## src/rtl/core/madt_pkg.sv

```systemverilog
// Package with shared constants and types for the mesh attached device table.
`default_nettype none
package madt_pkg;
  localparam int unsigned LocalSlots = 16;
  localparam int unsigned ChildSlots = 8;
  localparam logic [31:0] NoneId = 32'hFFFF_FFFF;

  typedef enum logic [1:0] {
    StPlaced   = 2'd0,
    StNoParent = 2'd1,
    StFull     = 2'd2
  } status_e;

  typedef enum logic {
    CmdLocal = 1'b0,
    CmdDown  = 1'b1
  } command_e;

  typedef enum logic [2:0] {
    FsmIdle,
    FsmLocScan,
    FsmChildScan,
    FsmLocPlace,
    FsmParScan,
    FsmChildPlace,
    FsmDone
  } fsm_e;
endpackage
`default_nettype wire

```

## src/rtl/core/mesh_attached_device_table_unit.sv

```systemverilog
// Top level of the mesh attached device table: sequencer over two slot memories.
//
// Usage: one input channel (valid_i / stall_o) carries an item with command_i,
// device_id_i and parent_id_i. One output channel (valid_o / stall_i) carries
// exactly one result item per input item: status_o, remove_needed_o,
// remove_dest_o and remove_device_o. A separate config channel
// (cfg_valid_i / cfg_ready_o) writes the one-bit gateway mode register; it is
// always ready and must only be written while the block is idle.
//
// The local and child slot ids live in synchronous memories with registered
// reads; vacant bits live in flip-flops set to vacant by reset, so no
// clearing pass is needed. An item is handled one at a time by a sequencer
// that reads one entry at a time (address, then data). Command 1 checks each
// local slot and then its children, searches the local slots for the parent,
// places into a vacant child slot of that parent if found, and then ends in
// the final state. Command 0 scans every child slot and then places into the
// local slots. A new item is taken only once the sequencer is back in idle
// after the result register loads, so the block never takes a new item before
// it is through with the last. While the receiver stalls the result holds in
// the output register; the next item is still processed, and its result waits
// in the final state until the register frees. Reset empties both tables and
// clears gateway mode.
`default_nettype none
module mesh_attached_device_table_unit
  import madt_pkg::*;
#(
  parameter int unsigned LOCAL_SLOTS = LocalSlots,
  parameter int unsigned CHILD_SLOTS = ChildSlots
) (
  input  wire logic        clk_i,
  input  wire logic        rst_ni,
  input  wire logic        valid_i,
  output logic             stall_o,
  input  wire logic        command_i,
  input  wire logic [31:0] device_id_i,
  input  wire logic [31:0] parent_id_i,
  output logic             valid_o,
  input  wire logic        stall_i,
  output logic [1:0]       status_o,
  output logic             remove_needed_o,
  output logic [31:0]      remove_dest_o,
  output logic [31:0]      remove_device_o,
  input  wire logic        cfg_valid_i,
  output logic             cfg_ready_o,
  input  wire logic        cfg_data_i
);
  localparam int unsigned LW = (LOCAL_SLOTS > 1) ? $clog2(LOCAL_SLOTS) : 1;
  localparam int unsigned CW = (CHILD_SLOTS > 1) ? $clog2(CHILD_SLOTS) : 1;
  localparam int unsigned KN = LOCAL_SLOTS * CHILD_SLOTS;
  localparam int unsigned KW = (KN > 1) ? $clog2(KN) : 1;
  localparam logic [LW-1:0] LLast = LW'(LOCAL_SLOTS - 1);
  localparam logic [CW-1:0] CLast = CW'(CHILD_SLOTS - 1);

  // Memories for ids; vacant bits in flip-flops.
  logic [31:0] loc_mem [LOCAL_SLOTS];
  logic [31:0] chd_mem [KN];
  logic [LOCAL_SLOTS-1:0] loc_vac_q;
  logic [KN-1:0] chd_vac_q;

  fsm_e state_q, state_d;
  logic [LW-1:0] p_q, p_d;
  logic [CW-1:0] c_q, c_d;
  logic          cmd_q;
  logic [31:0]   dev_q, par_q;
  logic          gw_q;
  logic          need_q, need_d;
  logic [31:0]   dest_q, dest_d;
  logic          found_q, found_d;   // parent slot found in parent scan
  logic [LW-1:0] fp_q, fp_d;         // found parent slot
  logic [1:0]    stat_q, stat_d;
  logic          outv_q;
  logic          rd_vld_q;           // read data matches the current index

  logic [31:0] loc_rd_q, chd_rd_q;
  logic [LW-1:0] loc_ra;
  logic [KW-1:0] chd_ra;
  logic        loc_we, chd_we;
  logic [LW-1:0] loc_wa;
  logic [KW-1:0] chd_wa;
  logic [31:0] loc_wd;

  logic accept;
  assign accept = valid_i && !stall_o;
  assign stall_o = (state_q != FsmIdle);
  assign cfg_ready_o = 1'b1;

  // Child index p*CHILD_SLOTS + c, computed without a generic multiplier.
  logic [KW-1:0] k_scan, k_place;
  assign k_scan  = KW'(p_q * CHILD_SLOTS) + KW'(c_q);
  assign k_place = KW'(fp_q * CHILD_SLOTS) + KW'(c_q);

  // Read addresses follow the current scan position.
  always_comb begin
    loc_ra = p_q;
    chd_ra = (state_q == FsmChildPlace) ? k_place : k_scan;
  end

  always_ff @(posedge clk_i) begin
    loc_rd_q <= loc_mem[loc_ra];
    chd_rd_q <= chd_mem[chd_ra];
    if (loc_we) loc_mem[loc_wa] <= loc_wd;
    if (chd_we) chd_mem[chd_wa] <= dev_q;
  end

  logic loc_hit, chd_hit;
  assign loc_hit = !loc_vac_q[p_q] && (loc_rd_q == dev_q);
  assign chd_hit = !chd_vac_q[k_scan] && (chd_rd_q == dev_q);

  // Next state.
  always_comb begin
    state_d = state_q;
    case (state_q)
      FsmIdle: begin
        // Command 1 checks the first local slot before its children.
        if (accept) state_d = (command_i == CmdDown) ? FsmLocScan : FsmChildScan;
      end
      FsmChildScan: begin
        if (rd_vld_q && (c_q == CLast)) begin
          if (cmd_q == CmdDown) begin
            if (p_q == LLast) state_d = FsmParScan;
            else state_d = FsmLocScan;
          end else if (p_q == LLast) begin
            state_d = FsmLocPlace;
          end
        end
      end
      FsmLocScan: if (rd_vld_q) state_d = FsmChildScan;
      FsmLocPlace: begin
        if (rd_vld_q && (loc_vac_q[p_q] || loc_rd_q == dev_q || p_q == LLast)) begin
          state_d = FsmDone;
        end
      end
      FsmParScan: begin
        if (rd_vld_q) begin
          if (!loc_vac_q[p_q] && loc_rd_q == par_q) state_d = FsmChildPlace;
          else if (p_q == LLast) state_d = FsmDone;
        end
      end
      FsmChildPlace: begin
        if (chd_vac_q[k_place] || c_q == CLast) state_d = FsmDone;
      end
      FsmDone: if (!outv_q || !stall_i) state_d = FsmIdle;
      default: state_d = FsmIdle;
    endcase
  end

  // Datapath and memory writes.
  always_comb begin
    p_d = p_q;
    c_d = c_q;
    need_d = need_q;
    dest_d = dest_q;
    found_d = found_q;
    fp_d = fp_q;
    stat_d = stat_q;
    loc_we = 1'b0;
    loc_wa = p_q;
    loc_wd = dev_q;
    chd_we = 1'b0;
    chd_wa = k_place;
    case (state_q)
      FsmIdle: begin
        p_d = '0;
        c_d = '0;
        need_d = 1'b0;
        dest_d = '0;
        found_d = 1'b0;
        fp_d = '0;
        stat_d = StNoParent;
      end
      FsmChildScan: begin
        if (rd_vld_q) begin
          if (chd_hit && (cmd_q == CmdDown) && gw_q) begin
            // Local slot state already reflects this request's vacating.
            if (loc_vac_q[p_q]) begin
              need_d = 1'b1;
              dest_d = NoneId;
            end else if (loc_rd_q != par_q) begin
              need_d = 1'b1;
              dest_d = loc_rd_q;
            end
          end
          if (c_q == CLast) begin
            c_d = '0;
            if (p_q == LLast) p_d = '0;
            else p_d = p_q + 1'b1;
          end else begin
            c_d = c_q + 1'b1;
          end
        end
      end
      FsmLocPlace: begin
        if (rd_vld_q) begin
          if (loc_vac_q[p_q] || loc_rd_q == dev_q) begin
            loc_we = 1'b1;
            stat_d = StPlaced;
          end else if (p_q == LLast) begin
            stat_d = StFull;
          end else begin
            p_d = p_q + 1'b1;
          end
        end
      end
      FsmParScan: begin
        if (rd_vld_q) begin
          if (!loc_vac_q[p_q] && loc_rd_q == par_q) begin
            found_d = 1'b1;
            fp_d = p_q;
            c_d = '0;
            stat_d = StFull;
          end else if (p_q != LLast) begin
            p_d = p_q + 1'b1;
          end
        end
      end
      FsmChildPlace: begin
        if (chd_vac_q[k_place]) begin
          chd_we = 1'b1;
          stat_d = StPlaced;
        end else if (c_q != CLast) begin
          c_d = c_q + 1'b1;
        end
      end
      default: ;
    endcase
  end

  logic idx_move;
  assign idx_move = (p_d != p_q) || (c_d != c_q) || (state_d != state_q);

  always_ff @(posedge clk_i or negedge rst_ni) begin
    if (!rst_ni) begin
      state_q   <= FsmIdle;
      p_q       <= '0;
      c_q       <= '0;
      loc_vac_q <= '1;
      chd_vac_q <= '1;
      gw_q      <= 1'b0;
      outv_q    <= 1'b0;
      rd_vld_q  <= 1'b0;
      need_q    <= 1'b0;
      found_q   <= 1'b0;
    end else begin
      state_q  <= state_d;
      p_q      <= p_d;
      c_q      <= c_d;
      need_q   <= need_d;
      found_q  <= found_d;
      rd_vld_q <= !idx_move && !accept;
      if (cfg_valid_i) gw_q <= cfg_data_i;
      if (state_q == FsmChildScan && rd_vld_q) begin
        if (chd_hit) chd_vac_q[k_scan] <= 1'b1;
      end
      // Command 1 vacates a matching local slot before its children are scanned.
      if (state_q == FsmLocScan && rd_vld_q && loc_hit) loc_vac_q[p_q] <= 1'b1;
      if (loc_we) loc_vac_q[loc_wa] <= 1'b0;
      if (chd_we) chd_vac_q[chd_wa] <= 1'b0;
      if (state_q == FsmDone && state_d == FsmIdle) outv_q <= 1'b1;
      else if (outv_q && !stall_i) outv_q <= 1'b0;
    end
  end

  always_ff @(posedge clk_i) begin
    dest_q <= dest_d;
    fp_q   <= fp_d;
    stat_q <= stat_d;
    if (accept) begin
      cmd_q <= command_i;
      dev_q <= device_id_i;
      par_q <= parent_id_i;
    end
    if (state_q == FsmDone && state_d == FsmIdle) begin
      status_o        <= stat_q;
      remove_needed_o <= need_q;
      remove_dest_o   <= need_q ? dest_q : '0;
      remove_device_o <= need_q ? dev_q : '0;
    end
  end

  assign valid_o = outv_q;
endmodule
`default_nettype wire

```

## config.mk

```make
export PLATFORM = sky130hd
export DESIGN_NAME = mesh_attached_device_table_unit
export DESIGN_NICKNAME = d
export VERILOG_FILES = /design/src/rtl/core/madt_pkg.sv /design/src/rtl/core/mesh_attached_device_table_unit.sv
export SDC_FILE = /design/constraint.sdc
export NUM_CORES = 2
export LEC_CHECK = 0
export BUFFER_PORTS_ARGS = -buffer_cell sky130_fd_sc_hd__buf_2
export CAP_MARGIN = 20
export CELL_PAD_IN_SITES_DETAIL_PLACEMENT = 1
export CELL_PAD_IN_SITES_GLOBAL_PLACEMENT = 1
export CORE_AREA = 2 2 729 731
export CTS_BUF_LIST = sky130_fd_sc_hd__clkbuf_2 sky130_fd_sc_hd__clkbuf_4 sky130_fd_sc_hd__clkbuf_8
export DETAILED_ROUTE_END_ITERATION = 10
export DIE_AREA = 0 0 731 733
export HOLD_SLACK_MARGIN = 0.1
export PLACE_DENSITY = 0.62
export SYNTH_ARGS = -nofsm -noshare
export SYNTH_HDL_FRONTEND = slang
export SYNTH_MEMORY_MAX_BITS = 65536
export SYNTH_SLANG_ARGS = --single-unit
export TNS_END_PERCENT = 30
```

## constraint.sdc

```tcl
create_clock -name clk_i -period 11.7 [get_ports clk_i]
set_clock_uncertainty 0.15 [all_clocks]
set_input_delay 0 -clock clk_i [delete_from_list [all_inputs] [get_ports clk_i]]
set_output_delay 0 -clock clk_i [all_outputs]
set_load 0.005 [all_outputs]
```

# == Word-level counts from Yosys, hierarchy flattened ==
# Memory sizes are Yosys's and may differ from the RTL's. A register that Yosys moved wholly into a read port is not among the register bits.
# Cells that the tools add are included.
# totals
regBits,328
mem_bits_rw,4608
inputBits,71
output_inout_bits,70
wordCells,182
memories,2
# memory_table
name,depth,width,rd,rd_ports_with_merged_regs,write_ports,line_no,rtl
chd_mem,128,32,1,1,1,mesh_attached_device_table_unit.sv:56,logic [31:0] chd_mem [KN];
loc_mem,16,32,1,1,1,mesh_attached_device_table_unit.sv:55,logic [31:0] loc_mem [LOCAL_SLOTS];
# classes
add_sub_neg,4
order_cmp,6
n_eq_ne,25
mux,80
bitwise,6
reduce_logical,40
# op_table
cell,n
128-bit 2-to-1 mux,3
128-bit AND,1
32-bit 2-to-1 mux,4
128-bit NOT,1
128-bit OR,1
32-bit == test,3
32-bit one-hot mux with 2 select lines,1
3-bit 2-to-1 mux,18
4-bit 2-to-1 mux,11
16-bit 2-to-1 mux,2
32-bit inequality test,1
1-bit 2-to-1 mux,21
3-bit one-hot mux with 7 select lines,1
1-bit logical AND,17
16-bit AND,1
"7-bit by 8-bit < comparator with 1-bit output, second input constant",2
16-bit NOT,1
16-bit OR,1
4-bit one-hot mux with 4 select lines,1
7-bit by 3-bit adder with 7-bit output,2
1-bit binary-select mux with 7-bit select,2
1-bit demux with 7-bit select,2
"7-bit by 1-bit >= comparator with 1-bit output, second input constant",2
2-bit 2-to-1 mux,7
30 further kinds,55

# == Longest topological paths before layout ==
# logic_depth
ltp_word,12
mapped_depth,15
ltp_nobuf,12

# == Worst setup path before layout ==
# OpenSTA, ideal clock, no wires.
# synth_timing
path_type,register -> register
from,reg state_q[0]
to,reg remove_dest_o[0] (enable)
setup_ps,588
t_arrival_ps,5762
t_required_ps,10962
slack_ps,5200
path_stages_with_launch,4
path_buffers,2
synth_period_minus_slack_ps,6500
path_cell_list,dfrtp_1 -> clkbuf_1 -> clkbuf_1 -> nor3b_1
# synth_via
elab_chain_cells,7
elab_cells_between_ends,24
classes_between,eq/ne (6); mux (12); reduce/logical (6)
# synth_rtl
element,line_no,rtl
start: declaration,mesh_attached_device_table_unit.sv:60,"fsm_e state_q, state_d;"
start signal: assignment,mesh_attached_device_table_unit.sv:233,state_q <= FsmIdle;
start signal: assignment,mesh_attached_device_table_unit.sv:244,state_q <= state_d;
3-bit nonzero test,mesh_attached_device_table_unit.sv:84,assign stall_o = (state_q != FsmIdle);
1-bit logical NOT,mesh_attached_device_table_unit.sv:83,assign accept = valid_i && !stall_o;
1-bit logical AND,mesh_attached_device_table_unit.sv:83,
3-bit 2-to-1 mux,mesh_attached_device_table_unit.sv:115,if (accept) state_d = (command_i == CmdDown) ? FsmLocScan : FsmChildScan;
3-bit one-hot mux with 7 select lines,mesh_attached_device_table_unit.sv:112,case (state_q)
3-bit logical NOT,mesh_attached_device_table_unit.sv:272,if (state_q == FsmDone && state_d == FsmIdle) begin
1-bit logical AND (*),mesh_attached_device_table_unit.sv:272,
end signal: assignment,mesh_attached_device_table_unit.sv:275,remove_dest_o <= need_q ? dest_q : '0;
end: declaration,mesh_attached_device_table_unit.sv:41,"output logic [31:0] remove_dest_o,"
# Mark *: on every way between the ends. The rest lies on a longest branch, timed or not.
# A chain may end at the register's enable or synchronous reset.

# == Final worst setup path ==
# layout_timing
from,reg c_q[2]
to,"reg chd_rd_q[14], read port of chd_mem"
# layout_via
elab_chain_cells,2
elab_cells_between_ends,3
classes_between,add/sub (2); mux (1)
# layout_rtl
element,line_no,rtl
start: declaration,mesh_attached_device_table_unit.sv:62,"logic [CW-1:0] c_q, c_d;"
start signal: assignment,mesh_attached_device_table_unit.sv:235,c_q <= '0;
start signal: assignment,mesh_attached_device_table_unit.sv:246,c_q <= c_d;
"7-bit by 3-bit adder with 7-bit output, on equally long branches","mesh_attached_device_table_unit.sv:89, mesh_attached_device_table_unit.sv:90",
7-bit 2-to-1 mux (*),mesh_attached_device_table_unit.sv:95,chd_ra = (state_q == FsmChildPlace) ? k_place : k_scan;
end: declaration,mesh_attached_device_table_unit.sv:74,"logic [31:0] loc_rd_q, chd_rd_q;"
# Marked as above.

==> run summary <==
slowest stage delay, CP - 940 ps
library cells used by synthesis - 67
RSZ-0062 raised after global routing - false
R2R Path Start - c_q[2]
CP endpoint - chd_rd_q[14]
Final nets - 10,985
Main synth FF type - edfxtp_1
sequence of cells on the critical path - inv_1, nor3_2, buf_12, buf_4, buf_4, a22oi_1, nand4_1, o21ai_0, o21ai_0, o211ai_1, o21ai_0
Critical Path RT - 12,680 ps
largest net degree at the start of global routing - 148
status - completed
Yosys top cell area share - 77.80%
CP max FO - 88
Synth Area per Inst - 18.36 um^2
Pwr Total - 44.62 mW
num rows - 267
Bufs on Longest Clock Path - 4
routed wire length - 622.2 mm
critical path depth in cells - 11
CORE AREA - 0.5275 mm^2
register bit total from synthesis - 5,000
chip height - 733 um
Die W - 731 um
DRC Markers - 0
via count - 110,252
Mapped Area - 0.1844 mm^2
WP buf/inv - 4
GPL Wtd Cong - 0.8378
most frequent CP cell - o21ai_0
Area Overhead vs Synth - 15.93%
P_leak - 65.86 nW
gr usage total - 22.59%
first-pass GRT wire length - 873.5 mm
Worst R2R Setup Slack - 5660 ps
max_cap viols - 0
Worst EP arrival - 7020 ps
cell taking the most area after synthesis - edfxtp_1
Max Slew Vio Count - 0
launch point of the worst path - c_q[2]
Fmax achieved - 0.1656 GHz
die area - 0.5358 mm^2
postcts setup bufs - 0
CTS Buf Count - 797
Final Setup Violations - 0
I/O Buffers - 139
cells after synthesis - 10,045
Vias/cell - 5.940
worst vdd ir - 0.0001936 V
Initial DRC Count - 14,661
Post-synth EDFFs - 4,778
WL/cell - 33.52 um
GRT overflow - 0
min Tclk post-route - 6039 ps
worst hold slack - 324.6 ps
Critical-path top delay cell - dfrtp_1
Final Hold Viols - 0
Clock power frac - 33.3%
Top delay family on crit path - buffers and inverters
sequential-to-total area share from yosys stat - 80.73%
switching share of total power - 31.87%
PwrDens - 208.7 mW/mm^2
crit end category - register
R2R depth - 11
Logic pwr share - 21.0%
root buffer cell - clkbuf_8
Worst slew margin - 17.76%
Setup CP Type - register to register
Async SR Flop Fraction - 3.160%
sequential power share - 45.7%
ANT nets after route - 0
Setup crit start kind - register
initial antenna violation count - 34
Internal - 30.40 mW
Clk Latency, worst-skew pair - 1300 ps
Pre-antenna DRT Iters - 6
Period Utilization, post-route - 51.62%
# IOs - 141
Setup TNS Final - 0 ps
starting density of the core - 34.96%
TritonCTS clock tree - done
vias in the first global route - 114,634
r2r endpoint - chd_rd_q[14]
worst hold path type - input port to asynchronous set/reset pin
layout cells sized above 1 - 20.35%
H-tree Lvls - 6
Synth area leaders - edfxtp_1, a22oi_1, mux4_2, dfstp_2, nand4_1
clk slew on worst S/H paths - 60 ps
Synth Net Count - 10,125
Worst Tran Pin Value - 1234 ps
DP HPWL - 330.2 mm
Switch Pwr - 14.22 mW
Sink Count - 5,000
synth warn - 0
[metrics by stage]
step	std cells	utilization [%]	instance area [um^2]	setup WS, ps
after floorplan	10045	-	184400	5200
after global placement	16861	37.10	195700	5150
after detailed placement	16881	37.13	195900	5640
after CTS	18533	40.49	213600	5572
after global routing	18545	40.52	213800	5515
final	18560	40.53	213800	5661
[cell families after synthesis]
group	after synthesis	share of synthesized area, %
flip-flops	5000	80.73
AO/OA/AOI/OAI	2780	11.09
AND/OR/NAND/NOR	1222	3.538
buffers and inverters	698	1.465
multiplexers	238	2.653
XOR/XNOR	97	0.4606
adder cells (fa/ha/maj)	9	0.06106
other	1	0.002033
[worst min-delay path, stage by stage]
cell,delay [ps]
dlygate4sd3_1,540
dlygate4sd3_1,550
dlygate4sd3_1,570
buf_6,120
buf_16,390
[how the worst min path moves through the flow]
stage	slack (ps)	cells past startpoint	startpoint	endpoint
floorplan	-450	0	rst_ni	c_q[0]
global placement	4	1	rst_ni	valid_o
detailed placement	10	1	rst_ni	valid_o
CTS	110	5	rst_ni	valid_o
global route	340	5	rst_ni	valid_o
finish	320	5	rst_ni	valid_o
[routing by layer]
| layer | track usage, % | share of wire, % | wire, um |
|---|---|---|---|
| met1 | 30.55 | 40 | 248400 |
| met2 | 36.26 | 47 | 292500 |
| met3 | 4.219 | 9.1 | 56540 |
| met4 | 8.577 | 4.0 | 24640 |
| met5 | 0 | 0.0074 | 46 |
[sequential cells by signal (all words and copies together), names as in the netlist, 2 cells and up, named ones only]
signal,flops
chd_mem,4096
dest_q,32
stat_q,2
loc_vac_q,15
loc_mem,512
remove_dest_o,32
fp_q,4
remove_device_o,32
loc_ra,4
dev_q,32
par_q,32
chd_rd_q,32
c_q,3
chd_vac_q,128
loc_rd_q,32
state_q,3
status_o,2
[power by group through the flow]
| stage | logic [mW] | clock network, mW | registers, mW |
|---|---|---|---|
| 2_1_floorplan | 4.49 | 0 | 20.6 |
| 3_3_place_gp | 8.89 | 0 | 20.8 |
| 3_5_place_dp | 9.12 | 0 | 20.8 |
| 4_1_cts | 9.21 | 15.0 | 20.4 |
| 5_1_grt | 9.69 | 15.8 | 20.4 |
| 6_report | 9.36 | 14.9 | 20.4 |
[cell type report]
type                            count  area [um^2]
Clock buffer                     1132        13740
Tap cell                         6994         8751
Multi-Input combinational cell   4347        34070
Clock inverter                    312         1886
Timing Repair Buffer              744         6349
Antenna cell                       16        40.04
Fill cell                       51086       313700
Sequential cell                  5000       148900
Inverter                           15        56.30
[cell usage after synthesis, types with 7 or more instances]
master    count
nand3_1     160
o211ai_1    166
nor2_1      297
mux4_2      200
inv_1        13
nor2b_1       9
clkbuf_1    546
xnor2_1      65
mux2_2        7
xor2_1       32
a221oi_1    320
and2_1       68
o22ai_1       8
buf_2        54
edfxtp_1   4778
and3_1        8
a21oi_1     281
nand2_1      72
nand2b_1      8
nor4_1       14
a22oi_1    1419
buf_1        80
mux2i_1      31
a31oi_1      15
dfrtp_1      14
dfstp_2     144
dfxtp_1      64
a22o_1      321
nand4_1     535
ha_1          9
nor3_1       17
a211oi_1      7
o21ai_0     210
nor2_2       16
[layout by cell type (no fill, tap or decap), drive strengths merged, types with 31 or more instances in the layout]
cell	n
clkinv	266
nand2	72
xnor2	65
dfstp	144
nand4	535
o211ai	166
mux2i	31
and2	68
mux4	200
xor2	32
a22o	321
inv	32
dfxtp	64
buf	532
a22oi	1419
a221oi	321
o21ai	210
edfxtp	4778
a21oi	281
nor2	313
dlygate4sd3	207
clkbuf	1137
nand3	160
[timing repair]
item / CTS / global route
hold endpoints to repair: 361 / 0
hold buffers: 208 / 0
gates resized for setup: 0 / 0
No activity file was read; power rests on OpenSTA's default activity.
